[config.mk]
export PLATFORM = sky130hd
export DESIGN_NAME = two_row_text_console_buffer_core_flat
export DESIGN_NICKNAME = d
export VERILOG_FILES = /design/src/hdl/tbc_pkg.sv /design/src/hdl/tbc_if.sv /design/src/hdl/tbc_ctrl.sv /design/src/hdl/tbc_store.sv /design/src/hdl/two_row_text_console_buffer_core.sv /design/src/flat_wrapper.sv
export VERILOG_INCLUDE_DIRS = /design/src /design/src/hdl
export SDC_FILE = /design/constraint.sdc
export NUM_CORES = 1
export LEC_CHECK = 0
export CAP_MARGIN = 20
export CORE_ASPECT_RATIO = 2
export CORE_MARGIN = 2
export CORE_UTILIZATION = 54
export CTS_BUF_LIST = sky130_fd_sc_hd__clkbuf_4 sky130_fd_sc_hd__clkbuf_8
export DETAILED_ROUTE_END_ITERATION = 12
export DONT_BUFFER_PORTS = 1
export PLACE_DENSITY = 0.69
export SLEW_MARGIN = 20
export SYNTH_ARGS = -nofsm -noshare
export SYNTH_HDL_FRONTEND = slang
export SYNTH_HIERARCHICAL = 1
export SYNTH_SLANG_ARGS = --single-unit
[constraint.sdc]
create_clock -name i_clk -period 6.6 [get_ports i_clk]
set_input_delay 0.66 -clock i_clk [delete_from_list [all_inputs] [get_ports i_clk]]
set_output_delay 0.66 -clock i_clk [all_outputs]
set_load 0.02 [all_outputs]
[src/hdl/two_row_text_console_buffer_core_macros.svh]
// Assertion macros for the text console buffer.
// Included by the top level; depends on nothing else.
`ifndef TWO_ROW_TEXT_CONSOLE_BUFFER_CORE_MACROS_SVH
`define TWO_ROW_TEXT_CONSOLE_BUFFER_CORE_MACROS_SVH

// Same-cycle implication, disabled while reset is asserted.
`define TBC_ASSERT_NOW(label, clk, rst_n, ante, cons, msg) \
    label: assert property (@(posedge clk) disable iff (!rst_n) (ante) |-> (cons)) \
        else $error(msg);

// Next-cycle implication, disabled while reset is asserted.
`define TBC_ASSERT_NEXT(label, clk, rst_n, ante, cons, msg) \
    label: assert property (@(posedge clk) disable iff (!rst_n) (ante) |=> (cons)) \
        else $error(msg);

`endif

[src/hdl/tbc_pkg.sv]
// Package for the text console buffer: sizes, character codes, opcodes and
// the structs passed between the control logic and the top level.
`default_nettype none

package tbc_pkg;

    localparam int ROWS    = 2;
    localparam int COLUMNS = 21;
    localparam int CELLS   = ROWS * COLUMNS;
    localparam int IDX_W   = (CELLS > 1) ? $clog2(CELLS) : 1;

    // Field widths of the item and result.
    localparam int OP_W   = 2;
    localparam int CHAR_W = 8;
    localparam int ROW_W  = 1;
    localparam int COL_W  = 5;

    localparam logic [CHAR_W-1:0] CH_CR    = 8'h0D;
    localparam logic [CHAR_W-1:0] CH_LF    = 8'h0A;
    localparam logic [CHAR_W-1:0] CH_SPACE = 8'h20;
    localparam logic [CHAR_W-1:0] CH_TILDE = 8'h7E;
    localparam logic [CHAR_W-1:0] CH_DOT   = 8'h2E;

    typedef enum logic [OP_W-1:0] {
        OP_PUT   = 2'd0,
        OP_READ  = 2'd1,
        OP_ACK   = 2'd2,
        OP_CLEAR = 2'd3
    } t_opcode;

    typedef struct packed {
        logic [ROW_W-1:0] row;
        logic [COL_W-1:0] col;
        logic             pend;
        logic             dirty;
    } t_state;

    typedef struct packed {
        t_state            nxt;
        logic              we;
        logic [IDX_W-1:0]  waddr;
        logic [CHAR_W-1:0] wdata;
        logic              clr;
        logic              re;
        logic [IDX_W-1:0]  raddr;
        logic [CHAR_W-1:0] res_char;
        logic              rd_sel;
        logic              written;
        logic [ROW_W-1:0]  wrow;
        logic [COL_W-1:0]  wcol;
        logic              cleared;
    } t_ctrl;

    function automatic logic [IDX_W-1:0] cell_index(input logic [ROW_W-1:0] row,
                                                    input logic [COL_W-1:0] col);
        cell_index = IDX_W'(int'(row) * COLUMNS + int'(col));
    endfunction

endpackage

`default_nettype wire

[src/hdl/tbc_if.sv]
// Valid/ready channel interfaces for the text console buffer.
// Depends on tbc_pkg for the field widths.
`default_nettype none

interface tbc_cmd_if;
    logic                         valid;
    logic                         ready;
    logic [tbc_pkg::OP_W-1:0]     opcode;
    logic [tbc_pkg::CHAR_W-1:0]   data_byte;
    logic [tbc_pkg::ROW_W-1:0]    read_row;
    logic [tbc_pkg::COL_W-1:0]    read_column;

    modport source (output valid, opcode, data_byte, read_row, read_column, input ready);
    modport sink   (input valid, opcode, data_byte, read_row, read_column, output ready);
endinterface

interface tbc_res_if;
    logic                         valid;
    logic                         ready;
    logic [tbc_pkg::CHAR_W-1:0]   cell_char;
    logic                         char_written;
    logic [tbc_pkg::ROW_W-1:0]    written_row;
    logic [tbc_pkg::COL_W-1:0]    written_column;
    logic                         store_cleared;
    logic                         needs_redraw;

    modport source (output valid, cell_char, char_written, written_row, written_column,
                    store_cleared, needs_redraw, input ready);
    modport sink   (input valid, cell_char, char_written, written_row, written_column,
                    store_cleared, needs_redraw, output ready);
endinterface

`default_nettype wire

[src/hdl/tbc_ctrl.sv]
// Cursor and command decode for the text console buffer: computes the next
// cursor state, the store access and the result fields of one transaction.
// Depends on tbc_pkg.
`default_nettype none

module tbc_ctrl (
    input  wire logic [tbc_pkg::OP_W-1:0]   i_opcode,
    input  wire logic [tbc_pkg::CHAR_W-1:0] i_data_byte,
    input  wire logic [tbc_pkg::ROW_W-1:0]  i_read_row,
    input  wire logic [tbc_pkg::COL_W-1:0]  i_read_column,
    input  wire tbc_pkg::t_state            i_state,
    output tbc_pkg::t_ctrl                  o_ctrl
);

    typedef tbc_pkg::t_state t_state_work;

    logic [tbc_pkg::CHAR_W-1:0] char_val;
    t_state_work                w;

    always_comb begin
        if (i_data_byte inside {[tbc_pkg::CH_SPACE:tbc_pkg::CH_TILDE]}) begin
            char_val = i_data_byte;
        end else begin
            char_val = tbc_pkg::CH_DOT;
        end
    end

    always_comb begin
        w      = i_state;
        o_ctrl = '0;

        case (tbc_pkg::t_opcode'(i_opcode))
            tbc_pkg::OP_PUT: begin
                if (i_data_byte == tbc_pkg::CH_CR) begin
                    // Carriage return leaves everything alone.
                end else if (i_data_byte == tbc_pkg::CH_LF) begin
                    if (int'(w.row) + 1 < tbc_pkg::ROWS) begin
                        w.row = w.row + 1'b1;
                        w.col = '0;
                    end else begin
                        w.pend = 1'b1;
                    end
                end else begin
                    if (w.pend) begin
                        o_ctrl.clr = 1'b1;
                    end else if (int'(w.col) >= tbc_pkg::COLUMNS) begin
                        if (int'(w.row) + 1 < tbc_pkg::ROWS) begin
                            w.row = w.row + 1'b1;
                            w.col = '0;
                        end else begin
                            o_ctrl.clr = 1'b1;
                        end
                    end
                    if (o_ctrl.clr) begin
                        w.row   = '0;
                        w.col   = '0;
                        w.pend  = 1'b0;
                        w.dirty = 1'b1;
                    end
                    if (int'(w.row) < tbc_pkg::ROWS && int'(w.col) < tbc_pkg::COLUMNS) begin
                        o_ctrl.we       = 1'b1;
                        o_ctrl.waddr    = tbc_pkg::cell_index(w.row, w.col);
                        o_ctrl.wdata    = char_val;
                        o_ctrl.res_char = char_val;
                        o_ctrl.written  = 1'b1;
                        o_ctrl.wrow     = w.row;
                        o_ctrl.wcol     = w.col;
                        w.col           = w.col + 1'b1;
                        w.dirty         = 1'b1;
                    end
                    o_ctrl.cleared = o_ctrl.clr;
                end
            end
            tbc_pkg::OP_READ: begin
                if (int'(i_read_row) < tbc_pkg::ROWS &&
                    int'(i_read_column) < tbc_pkg::COLUMNS) begin
                    o_ctrl.re     = 1'b1;
                    o_ctrl.raddr  = tbc_pkg::cell_index(i_read_row, i_read_column);
                    o_ctrl.rd_sel = 1'b1;
                end
            end
            tbc_pkg::OP_ACK: begin
                w.dirty = 1'b0;
            end
            tbc_pkg::OP_CLEAR: begin
                o_ctrl.clr     = 1'b1;
                o_ctrl.cleared = 1'b1;
                w.row          = '0;
                w.col          = '0;
                w.pend         = 1'b0;
                w.dirty        = 1'b1;
            end
            default: begin
            end
        endcase

        o_ctrl.nxt = w;
    end

endmodule

`default_nettype wire

[src/hdl/tbc_store.sv]
// Character store of the text console buffer: a memory with one write and
// one registered read port, and a valid bit per cell that reads back a space
// for any cell not written since the last clear. Depends on tbc_pkg.
`default_nettype none

module tbc_store (
    input  wire logic                       i_clk,
    input  wire logic                       i_rst_n,
    input  wire logic                       i_we,
    input  wire logic [tbc_pkg::IDX_W-1:0]  i_waddr,
    input  wire logic [tbc_pkg::CHAR_W-1:0] i_wdata,
    input  wire logic                       i_clr,
    input  wire logic                       i_re,
    input  wire logic [tbc_pkg::IDX_W-1:0]  i_raddr,
    output logic      [tbc_pkg::CHAR_W-1:0] o_rdata
);

    logic [tbc_pkg::CHAR_W-1:0] mem [tbc_pkg::CELLS];
    logic [tbc_pkg::CELLS-1:0]  r_valid;
    logic [tbc_pkg::CELLS-1:0]  n_valid;
    logic [tbc_pkg::CHAR_W-1:0] r_q;
    logic                       r_q_valid;

    always_ff @(posedge i_clk) begin
        if (i_we) begin
            mem[i_waddr] <= i_wdata;
        end
        if (i_re) begin
            r_q <= mem[i_raddr];
        end
    end

    // A clear drops every valid bit; a write in the same transaction lands after it.
    always_comb begin
        n_valid = i_clr ? '0 : r_valid;
        if (i_we) begin
            n_valid[i_waddr] = 1'b1;
        end
    end

    always_ff @(posedge i_clk) begin
        if (!i_rst_n) begin
            r_valid   <= '0;
            r_q_valid <= 1'b0;
        end else begin
            r_valid <= n_valid;
            if (i_re) begin
                r_q_valid <= r_valid[i_raddr];
            end
        end
    end

    assign o_rdata = r_q_valid ? r_q : tbc_pkg::CH_SPACE;

endmodule

`default_nettype wire

[src/hdl/two_row_text_console_buffer_core.sv]
// Top level of the two-row text console buffer: cursor state registers,
// result register and the character store. Depends on tbc_pkg, tbc_if,
// tbc_ctrl, tbc_store and the assertion macro header.
`default_nettype none
`include "two_row_text_console_buffer_core_macros.svh"

// Each command transaction is decoded and applied in the cycle it is accepted:
// the cursor registers and the character store are updated at that clock edge
// and the result is loaded into the output register at the same edge. The block
// takes one transaction per cycle for as long as the result register is empty
// or its content is taken in the same cycle; the result register is the only
// stage. The store is a 42-entry memory with a registered read port and one
// valid bit per cell, so reset and the clear operations take effect at once,
// with no clearing pass. A cell not written since the last clear reads as a
// space.
module two_row_text_console_buffer_core (
    input  wire logic  i_clk,
    input  wire logic  i_rst_n,
    tbc_cmd_if.sink    i_cmd,
    tbc_res_if.source  o_res
);

    tbc_pkg::t_state            r_state;
    tbc_pkg::t_ctrl             ctrl;
    logic                       accept;
    logic                       r_out_valid;
    logic                       n_out_valid;
    logic [tbc_pkg::CHAR_W-1:0] r_cell;
    logic                       r_rd_sel;
    logic                       r_written;
    logic [tbc_pkg::ROW_W-1:0]  r_wrow;
    logic [tbc_pkg::COL_W-1:0]  r_wcol;
    logic                       r_cleared;
    logic                       r_redraw;
    logic [tbc_pkg::CHAR_W-1:0] rd_char;

    assign i_cmd.ready = !r_out_valid || o_res.ready;
    assign accept      = i_cmd.valid && i_cmd.ready;

    tbc_ctrl u_ctrl (
        .i_opcode      (i_cmd.opcode),
        .i_data_byte   (i_cmd.data_byte),
        .i_read_row    (i_cmd.read_row),
        .i_read_column (i_cmd.read_column),
        .i_state       (r_state),
        .o_ctrl        (ctrl)
    );

    tbc_store u_store (
        .i_clk   (i_clk),
        .i_rst_n (i_rst_n),
        .i_we    (accept && ctrl.we),
        .i_waddr (ctrl.waddr),
        .i_wdata (ctrl.wdata),
        .i_clr   (accept && ctrl.clr),
        .i_re    (accept && ctrl.re),
        .i_raddr (ctrl.raddr),
        .o_rdata (rd_char)
    );

    always_comb begin
        n_out_valid = r_out_valid;
        if (accept) begin
            n_out_valid = 1'b1;
        end else if (o_res.ready) begin
            n_out_valid = 1'b0;
        end
    end

    always_ff @(posedge i_clk) begin
        if (!i_rst_n) begin
            r_state.row   <= '0;
            r_state.col   <= '0;
            r_state.pend  <= 1'b0;
            r_state.dirty <= 1'b1;
            r_out_valid   <= 1'b0;
        end else begin
            r_out_valid <= n_out_valid;
            if (accept) begin
                r_state <= ctrl.nxt;
            end
        end
    end

    always_ff @(posedge i_clk) begin
        if (accept) begin
            r_cell    <= ctrl.res_char;
            r_rd_sel  <= ctrl.rd_sel;
            r_written <= ctrl.written;
            r_wrow    <= ctrl.wrow;
            r_wcol    <= ctrl.wcol;
            r_cleared <= ctrl.cleared;
            r_redraw  <= ctrl.nxt.dirty;
        end
    end

    assign o_res.valid          = r_out_valid;
    assign o_res.cell_char      = r_rd_sel ? rd_char : r_cell;
    assign o_res.char_written   = r_written;
    assign o_res.written_row    = r_wrow;
    assign o_res.written_column = r_wcol;
    assign o_res.store_cleared  = r_cleared;
    assign o_res.needs_redraw   = r_redraw;

    `TBC_ASSERT_NEXT(a_accept_gives_result, i_clk, i_rst_n, accept, r_out_valid, "accepted transaction produced no result")
    `TBC_ASSERT_NOW(a_cursor_in_range, i_clk, i_rst_n, 1'b1, int'(r_state.col) <= tbc_pkg::COLUMNS, "cursor column beyond row end")
    `TBC_ASSERT_NOW(a_clear_writes_home, i_clk, i_rst_n, r_out_valid && r_cleared && r_written, r_wrow == '0 && r_wcol == '0, "character after clear not at home position")
    `TBC_ASSERT_NOW(a_write_sets_dirty, i_clk, i_rst_n, r_out_valid && (r_written || r_cleared), r_redraw, "store changed without dirty flag")

endmodule

`default_nettype wire

[src/flat_wrapper.sv]
// flat-port wrapper written by rule: the top's interface ports become plain ports
module two_row_text_console_buffer_core_flat 
  (i_clk, i_rst_n, i_cmd_valid, i_cmd_opcode, i_cmd_data_byte, i_cmd_read_row, i_cmd_read_column, i_cmd_ready, o_res_valid, o_res_cell_char, o_res_char_written, o_res_written_row, o_res_written_column, o_res_store_cleared, o_res_needs_redraw, o_res_ready);
  tbc_cmd_if i_cmd_i ();
  tbc_res_if o_res_i ();
  input  wire logic i_clk;
  input  wire logic i_rst_n;
  input wire logic [$bits(i_cmd_i.valid)-1:0] i_cmd_valid;
  input wire logic [$bits(i_cmd_i.opcode)-1:0] i_cmd_opcode;
  input wire logic [$bits(i_cmd_i.data_byte)-1:0] i_cmd_data_byte;
  input wire logic [$bits(i_cmd_i.read_row)-1:0] i_cmd_read_row;
  input wire logic [$bits(i_cmd_i.read_column)-1:0] i_cmd_read_column;
  output wire logic [$bits(i_cmd_i.ready)-1:0] i_cmd_ready;
  output wire logic [$bits(o_res_i.valid)-1:0] o_res_valid;
  output wire logic [$bits(o_res_i.cell_char)-1:0] o_res_cell_char;
  output wire logic [$bits(o_res_i.char_written)-1:0] o_res_char_written;
  output wire logic [$bits(o_res_i.written_row)-1:0] o_res_written_row;
  output wire logic [$bits(o_res_i.written_column)-1:0] o_res_written_column;
  output wire logic [$bits(o_res_i.store_cleared)-1:0] o_res_store_cleared;
  output wire logic [$bits(o_res_i.needs_redraw)-1:0] o_res_needs_redraw;
  input wire logic [$bits(o_res_i.ready)-1:0] o_res_ready;
  assign i_cmd_i.valid = i_cmd_valid;
  assign i_cmd_i.opcode = i_cmd_opcode;
  assign i_cmd_i.data_byte = i_cmd_data_byte;
  assign i_cmd_i.read_row = i_cmd_read_row;
  assign i_cmd_i.read_column = i_cmd_read_column;
  assign i_cmd_ready = i_cmd_i.ready;
  assign o_res_valid = o_res_i.valid;
  assign o_res_cell_char = o_res_i.cell_char;
  assign o_res_char_written = o_res_i.char_written;
  assign o_res_written_row = o_res_i.written_row;
  assign o_res_written_column = o_res_i.written_column;
  assign o_res_store_cleared = o_res_i.store_cleared;
  assign o_res_needs_redraw = o_res_i.needs_redraw;
  assign o_res_i.ready = o_res_ready;
  two_row_text_console_buffer_core u_core (.i_clk(i_clk), .i_rst_n(i_rst_n), .i_cmd(i_cmd_i), .o_res(o_res_i));
endmodule
# Word level (Yosys, flattened, before mapping)
# Memories as Yosys holds them, arrays and structs flattened. A register that Yosys moved wholly into a read port is not among the register bits.
# Cells that the tools add are included.
# op_classes
magnitude_cmp	9
add_sub_neg	5
n_mux	46
bitwise	3
reduce_logical	15
n_eq_ne	8
multipliers	2
# op_table
op	count
$mux 42	2
$mux 8	8
$or 42x42->42	1
$mux 16	2
$mux 15	2
$mux 7	4
$mux 1	18
$mux 6	3
$eq 8x4->1 const B	2
$lt 6x7->1 const B	2
$pmux 7 s2	1
$add 6x5->6	2
$mul 1x5->6 const B	2
$lt 5x5->1 const B	2
$ge 8x6->1 const B	1
$le 8x7->1 const B	1
$bmux 1 s6	1
$demux 1 s6	1
$ge 6x1->1 const B	1
$logic_and 1x1->1	6
$ne 3x3->1 const B	2
$add 5x1->5 const B	1
$ge 5x5->1 const B	1
$mux 5	1
17 further kinds	21
# word_totals
reg_bits	70
ramBits	336
in_bits	20
memories	1
# memory_table
name	words	width	read_ports	rd_ports_with_merged_regs	wr	line_no	text
u_core.u_store.mem	42	8	1	1	1	tbc_store.sv:18	logic [tbc_pkg::CHAR_W-1:0] mem [tbc_pkg::CELLS];

# Depth between registers and ports, before layout
# logic_depth
depth_word	24
mapped_depth	14

# Cells and area by module
# The synthesis kept the hierarchy.
# modules_own_cells
module	seq_area_each_um2	area_each_um2	cells_each	n_inst
tbc_store	11190.7	15567.4	813	1
tbc_ctrl	0.0	1032.2	158	1
two_row_text_console_buffer_core	720.7	1032.2	70	1

# Worst setup path before layout
# Ideal clock, no wire load.
# synth_path
path_kind	reg-to-reg
from	register u_core/r_state[6] in the netlist's numbering
to	memory u_core/u_store/mem[15][0] in the netlist's numbering, enable pin
period_less_slack_ps	3501
n_path_buf	2
stages_incl_launch_ff	13
setup_slack_ps	3099
t_arrival_ps	3128
path_cell_list	dfxtp_1 clkbuf_1 a21boi_1 nor2_1 and2_1 ha_1 maj3_1 nand2_1 xor2_1 nor2_1 or3b_2 clkbuf_1 nor2_1
# synth_rtl
item	line_no	text
start: declaration	two_row_text_console_buffer_core.sv:23	tbc_pkg::t_state r_state;
start signal: assignment	two_row_text_console_buffer_core.sv:80	r_state <= ctrl.nxt;
end: declaration	tbc_store.sv:18	

==> flow_summary.ini <==
[worst_setup_path]
critPathKind = reg -> reg
cp-start-kind = flip-flop
critPathMaxFanout = 9
worst_setup_path_end_kind = flip-flop
critPathArrivalTime_ns = 4.45
cp.required_ns = 6.82

[yosys]
netlist_instances = 1041
ys_types = 73
syn-cell-area_um2 = 17600
synth_top_area_share_pct = 61.7
synth_simple_gate_area_share_pct = 6.68
dominantRegCellSynth = edfxtp_1
synth_compound_area_share_pct = 5.76
yosys.area_share.adder_pct = 0.837
yosysWarningCount = 6
synth_mux_area_share_pct = 15.3
synth_xor_area_share_pct = 0.348
ys_seq_elements = 414
synth_edf_count = 362
synth_top_area_cell = edfxtp_1
async_flop_share_pct = 0
synth_top_family_by_area = multiplexers
synth_seq_area_share_pct = 67.6
synth_area_leaders = edfxtp_1 62%, mux4_2 7.4%, dfxtp_1 5.9%
synth.avg_cell_area_um2 = 16.9

[sta]
fin_hold_ws_ns = 0.185
worst_pin_slew_ns = 0.984
fmax_mhz = 236
final_hold_viol_count = 0
min_period_over_period_pct = 64.1
slew_violations = 0
finalClockSkew_ns = 0.0168
fin_ws_ns = 2.37
final-setup-viol-count = 0
period_needed_ns = 4.23
rsz0062_at_grt = false
totalNegativeSetupSlack_ns = 0
maxSlewHeadroom_pct = 34.2

[finish]
areaGrowthSynthToFinish_pct = 7.59
nNetsFinal = 1074
n_fill_cell = 2418
final_area_um2 = 19000
layout-drive-gt1-share_pct = 19.0
final_cell_mix = 362 x edfxtp_1, 62 x nor2_1, 60 x clkbuf_8
final_common_cell = edfxtp_1

[worst_hold_path]
hold_class = in -> reg

[detailed_routing]
wire_per_inst_um = 26.1
drt_first_pass_iters = 5
drc = 0
vias = 9238
drtIter0Drc = 652
routed_via_density = 6.10
postRouteAntennaNets = 0
routed_wl_um = 39600

[grt]
grt_overflow_total = 0
grt_start_max_net_pins = 61
grt_pass1_vias = 9616
grt_antenna_before_repair = 1
grt_pass1_wl_um = 59400
track_usage_pct = 23.7

[clock_tree]
cts_made_buffers = 53
clkLatencyLatePin_ns = 0.61
ctsResizeCount = 0
post_cts_buffers = 0
clk_path_buf_depth = 3
clk_pin_slew_ns = 0.07
cts.sinks = 414
ctsRootBufferMaster = clkbuf_8
htree_levels = 2
cts_hold_buf = 0
cts_tree = built

[pwr]
power_mw = 5.07
powerDensity_nw_per_um2 = 267
ir_worst_vdd_mv = 0.155
p_leak_nw = 6.12

[die]
coreArea_um2 = 32200
die_h_um = 260
ios = 39
dieArea_um2 = 34200
row_count = 93
start_util_pct = 54.7
fp.dieW_um = 132

[run]
max_cap_violations = 0

[place]
port_buffers = 0
dpl_cell_area_um2 = 17800
dp_slack_ns = 2.22
gp_congestion = 0.993
dp.final_hpwl_um = 26100

[outcome]
status = complete, no violations
## flip-flops by register name, summed over array words and instances (netlist names), 5 cells and up
register                     cells
u_core/r_state                   8
u_core/u_store/mem             336
u_core/u_store/r_q               8
u_core/r_cell                    8
u_core/o_res.written_column      5
u_core/u_store/r_valid          42
## final cells by class
class	instances	area [um2]	share of cell area [%]
repair buffers	15	125	0.660
multi-input cells	534	5180	27.3
diodes	1	2.50	0.0132
inverters	25	93.8	0.495
flip-flops and latches	414	11900	62.8
clock inverters	25	191	1.01
well taps	427	534	2.82
clock buffers	74	931	4.91
## report_power, final
part	switching, mW	internal (mW)	leakage, nW	total, mW
sequential	0.0133	2.85	3.68	2.87
combinational	0.166	0.0937	1.84	0.259
clock	0.908	1.03	0.593	1.94
total	1.09	3.98	6.12	5.07
## cells by family after synthesis
logic type / after synthesis
adders and majority gates: 12
other: 2
AOI/OAI and AO/OA: 140
muxes: 145
xor gates and xnor gates: 7
and+or+nand+nor: 227
DFF: 414
buffers and inverters: 94
## final timing paths
check | startpoint | end | slack, ns | depth (start not counted)
hold reg to reg | u_core/r_state[0] | u_core/r_state[0] | 0.50 | 2
hold / removal | i_rst_n | u_core/u_store/r_valid[40] | 0.19 | 1
setup reg to reg | u_core/r_state[4] | u_core/u_store/mem[15][5] | 2.37 | 11
setup / recovery | u_core/r_state[4] | u_core/u_store/mem[15][5] | 2.37 | 11
## stage by stage
| stage | instances | utilization (%) |
|---|---|---|
| 4_1_cts | 1514 | 58.8 |
| 6_report | 1515 | 58.9 |
| 2_1_floorplan | 1042 | - |
| 3_5_place_dp | 1415 | 55.4 |
| 5_1_grt | 1515 | 58.9 |
| 3_3_place_gp | 1415 | 55.4 |
## Yosys cell counts, types with 8 or more instances
| library cell | number |
|---|---|
| inv_1 | 25 |
| nor2b_1 | 55 |
| and2_1 | 8 |
| a32oi_1 | 16 |
| buf_2 | 12 |
| o21ai_1 | 9 |
| mux4_2 | 58 |
| ha_1 | 11 |
| dfxtp_1 | 52 |
| mux4_1 | 31 |
| a21oi_1 | 18 |
| nand2_1 | 42 |
| buf_6 | 9 |
| nand3_1 | 11 |
| a21boi_0 | 9 |
| o21ai_0 | 10 |
| edfxtp_1 | 362 |
| nor3_1 | 8 |
| buf_4 | 17 |
| mux2_2 | 17 |
| mux2i_1 | 39 |
| clkbuf_1 | 16 |
| o21a_1 | 45 |
| nor2_1 | 66 |
## per-layer routing
| layer | part of all wire, % | global-route usage (%) |
|---|---|---|
| met4 | 6.9 | 14.9 |
| met2 | 55 | 43.7 |
| met1 | 34 | 25.7 |
| met3 | 5.0 | 3.09 |
| met5 | 0 | 0 |
## critical path, cell delays in order (launching register included)
cell and delay [ns]:
dfxtp_1 0.48, o21ai_0 0.19, a21boi_1 0.51, nor2_1 0.10
and2_1 0.20, ha_1 0.23, maj3_1 0.35, nand2_1 0.09
xor2_1 0.15, nor2_1 0.11, or3b_2 0.63, nor2_1 0.79
Note: power is estimated with default switching activity, not from simulation.
